[src/hdl/sma_pkg.sv]
`timescale 1ns / 1ps

package sma_pkg;

    // Width of the window length register and of the result field.
    localparam int CFG_BITS = 9;
    localparam int AVG_BITS = 32;

    // Window length after reset.
    localparam logic [CFG_BITS-1:0] WINDOW_RESET = 9'd20;

    // Commands from the controller to the datapath.
    typedef struct packed {
        logic start;     // take the input beat, write it to the ring, seed the sum
        logic sum_step;  // read one older sample and accumulate
        logic div_init;  // load the divider from the finished sum
        logic div_step;  // one restoring division step
        logic load;      // move the signed quotient into the output register
    } cmd_t;

    // Status from the datapath to the controller.
    typedef struct packed {
        logic sum_done;  // all counted samples have been added
    } status_t;

endpackage

[src/hdl/sma_ctrl.sv]
`timescale 1ns / 1ps

module sma_ctrl #(
    parameter int DIV_STEPS = 40
) (
    input  logic             clk,
    input  logic             rst_n,
    input  logic             in_valid,
    output logic             in_stall,
    output logic             out_valid,
    input  logic             out_stall,
    output sma_pkg::cmd_t    cmd,
    input  sma_pkg::status_t status
);

    localparam int BIT_W = $clog2(DIV_STEPS);

    typedef enum logic [1:0] {
        ST_IDLE,
        ST_SUM,
        ST_DIV,
        ST_FIN
    } state_t;

    state_t             state_reg, state_next;
    logic [BIT_W-1:0]   bit_cnt_reg, bit_cnt_next;
    logic               out_valid_reg, out_valid_next;
    logic               out_free;

    // The output register is free when empty or when its beat leaves now.
    assign out_free = !out_valid_reg || !out_stall;

    // Sequencing of one item.
    always_comb
    begin
        state_next     = state_reg;
        bit_cnt_next   = bit_cnt_reg;
        cmd            = '0;

        case (state_reg)
            ST_IDLE:
            begin
                if (in_valid)
                begin
                    cmd.start  = 1'b1;
                    state_next = ST_SUM;
                end
            end
            ST_SUM:
            begin
                cmd.sum_step = 1'b1;
                if (status.sum_done)
                begin
                    cmd.div_init = 1'b1;
                    bit_cnt_next = BIT_W'(DIV_STEPS - 1);
                    state_next   = ST_DIV;
                end
            end
            ST_DIV:
            begin
                cmd.div_step = 1'b1;
                if (bit_cnt_reg == '0)
                begin
                    state_next = ST_FIN;
                end
                else
                begin
                    bit_cnt_next = bit_cnt_reg - BIT_W'(1);
                end
            end
            ST_FIN:
            begin
                if (out_free)
                begin
                    cmd.load   = 1'b1;
                    state_next = ST_IDLE;
                end
            end
            default:
            begin
                state_next = ST_IDLE;
            end
        endcase

        // Output valid is set by a load and cleared when its beat is taken.
        if (cmd.load)
        begin
            out_valid_next = 1'b1;
        end
        else if (out_valid_reg && !out_stall)
        begin
            out_valid_next = 1'b0;
        end
        else
        begin
            out_valid_next = out_valid_reg;
        end
    end

    // State and registered outputs.
    always_ff @(posedge clk or negedge rst_n)
    begin
        if (!rst_n)
        begin
            state_reg     <= ST_IDLE;
            bit_cnt_reg   <= '0;
            out_valid_reg <= 1'b0;
        end
        else
        begin
            state_reg     <= state_next;
            bit_cnt_reg   <= bit_cnt_next;
            out_valid_reg <= out_valid_next;
        end
    end

    assign in_stall  = (state_reg != ST_IDLE);
    assign out_valid = out_valid_reg;

endmodule

[config.mk]
export PLATFORM = sky130hd
export DESIGN_NAME = sma_ctrl
export DESIGN_NICKNAME = d
export VERILOG_FILES = /design/src/hdl/sma_pkg.sv /design/src/hdl/sma_ctrl.sv
export SDC_FILE = /design/constraint.sdc
export NUM_CORES = 1
export LEC_CHECK = 0
export ABC_AREA = 1
export BUFFER_PORTS_ARGS = -buffer_cell sky130_fd_sc_hd__buf_4
export CAP_MARGIN = 20
export CORE_UTILIZATION = 50
export DETAILED_ROUTE_END_ITERATION = 16
export HOLD_SLACK_MARGIN = 0.12
export PLACE_DENSITY = 0.81
export SYNTH_ARGS = -nofsm -noshare
export SYNTH_HDL_FRONTEND = slang
export SYNTH_SLANG_ARGS = --single-unit
[constraint.sdc]
create_clock -name clk -period 2.7 [get_ports clk]
set_input_delay 0.54 -clock clk [delete_from_list [all_inputs] [get_ports clk]]
set_output_delay 0.54 -clock clk [all_outputs]
set_load 0.02 [all_outputs]
==> run metrics <==
crit path launch type register; fin area 783.3 um^2; Most Used Layer, Global Route met2; clk_lat worst skew roughly 270 ps; clock network power share 0.110; min Tclk post-route between 1500 and 2000 ps; Rows 12; worst r2r path cells 8; syn_area_per_cell ~6.9 um^2; area of the multi-input gates approximately 370 um^2; Die Width 38.32 um; Synth Net Count approximately 110; Max Clock Freq 0.5108 GHz; VDD IR max around 0.00061 V; CTS H-tree depth 1; placed cells approximately 120; DR iter-0 viols 12; DP Area roughly 750 um^2; Final TNS setup 0 ps; Setup violations, final 0; max_cap viols 0; routing usage on met2 0.3644; synthesized instance count 95; max reg flops 6; WL final 1297 um; largest net degree at the start of global routing 13; Net Sw Frac 0.5079; first-pass GRT wire length ~2200 um; Crit. End Element primary output; CTS buffer count 3; IO Pins 12; Vias/cell around 4.9; fin crit share 0.7251; Endpoint, Worst Hold out_valid$_DFFE_PN0P_; vias in the first global route 522; Post-Layout Cell Count 123; unique cell type count in the Yosys netlist 18; remaining antenna violation count after routing 0; net load switching power roughly 510 uW; Detailed Routing Iterations Pass 1 4; chip height 38.32 um; Area Growth Syn to Fin 18.79%; WHS about 490 ps; register area 225.2 um^2; min-delay src out_stall; post-CTS resize count 0; reg-to-reg startpoint state_reg[1]$_DFFE_PN0P_; initial core utilization 0.5630; Total Nets Final between 100 and 150; CTS tree done; Slew HR 0.7496; Sequential Power Share 0.265; Required @ worst endpoint 2160 ps; Leak approximately 0.00045 uW; Die ar. between 1000 and 1500 um^2; Clock Skew about 3.7 ps; initial antenna violation count 0; DR vias 606; clock root buffer clkbuf_4; met1 Resource Use GR 0.2784; clock buffer depth 2; Mapped Area 659.4 um^2; R2R setup slack roughly 1200 ps; Fin. Hold Viols 0; Crit path arrival time 1420 ps; unrepaired setup endpoints after global routing false; HPWL Detailed about 1000 um; Crit Path Max Fanout 12; total grt overflow 0; share of cells above drive strength 1 0.1835; RR Endpoint state_reg[1]$_DFFE_PN0P_; Slew Limit Fails 0; Placer Congestion ~0.80; gr usage total 0.2251; Int Pwr ~500 uW; Pwr Density around 1300 nW/um^2; hold depth 3; Port Buffers 11; synthesized flop and latch total 9; clk slew on worst S/H paths roughly 70 ps; sequential share of the synthesized area 0.3416; worst slew pin tran ~380 ps; fill cell count about 110; commonest non-fill, non-tap cell in the layout nand2_1; drt wl/cell 10.54 um; antenna cell count 0; status complete, no violations; YS warnings 0; most frequent cells in the layout 33 x nand2_1, 12 x inv_1, 11 x buf_4, 10 x nor2_1, 9 x dfrtp_1; GRT met3 Usage 0.03488; Core ar. roughly 1200 um^2; CP Class register to primary output; clk sinks 9; HP Class input pin to register; Residual DRC 0; Comb pwr share 0.625
## power by group through the flow
stage	clock [uW]	sequential (uW)	combinational, uW
finish	111	268	632
detailed placement	0	271	631
CTS	111	268	635
floorplan	0	263	474
global placement	0	266	608
global route	118	276	724
## Yosys cell counts, drive strengths merged
cell	number	area (um^2)
a21oi	2	10.01
buf	2	12.51
dfrtp	9	225.2
ha	7	87.58
inv	13	48.79
nand2	37	153.9
nand3	8	40.04
nand4	2	12.51
nor2	11	43.80
o21ai	2	10.00
or2	1	6.260
xnor2	1	8.760
## cells by family (layout without fill, tap and decap cells)
group | count (synthesis) | after routing | share of synthesized area
xor+xnor | 1 | 1 | 0.01329
flops | 9 | 9 | 0.3416
fa+ha+maj | 7 | 7 | 0.1328
compound gates | 4 | 4 | 0.03035
simple gates | 59 | 59 | 0.3890
buf+inv | 15 | 29 | 0.09297
## through the flow
stage	utilization	total power, uW	worst slack, ps
after floorplan	-	737.2	1119
after detailed placement	0.6378	901.2	1032
after global routing	0.6688	1117	675.1
after global placement	0.6378	873.5	1076
after CTS	0.6688	1015	737.7
final	0.6688	1011	742.3
## repair_timing
| action | in CTS | in global routing |
|---|---|---|
| hold buffers | 1 | 0 |
| endpoints found under the setup margin | 0 | 0 |
| hold endpoints to repair | 9 | 0 |
| setup buffers | 0 | 0 |
## worst max path at each step
stage / from / endpoint / slack (ps) / depth (start not counted)
after floorplan: state_reg[1]$_DFFE_PN0P_ / cmd[2] / 1120 / 4
after global placement: state_reg[0]$_DFFE_PN0P_ / cmd[1] / 1080 / 3
after detailed placement: state_reg[0]$_DFFE_PN0P_ / cmd[1] / 1030 / 3
after CTS: state_reg[0]$_DFFE_PN0P_ / cmd[1] / 740 / 3
after global routing: state_reg[0]$_DFFE_PN0P_ / cmd[1] / 680 / 3
final: state_reg[0]$_DFFE_PN0P_ / cmd[1] / 740 / 3
## routing by layer
layer | vias up | routed length [um]
li1 | 318 | -
met1 | 276 | 625
met2 | 7 | 618
met3 | 5 | 25
met4 | 0 | 28
met5 | - | 0
## worst max-delay path, stage by stage, from the launching register on
cell	delay, ps
dfrtp_1	420
inv_1	120
ha_1	400
buf_4	220
## layout make-up
class                           instances  share of cell area
Inverter                               13             0.06230
Tap cell                               14             0.02236
Timing Repair Buffer                   12              0.1182
Multi-Input combinational cell         71              0.4760
Sequential cell                         9              0.2875
Clock buffer                            4             0.03355
Note: power is estimated with default switching activity, not from simulation.
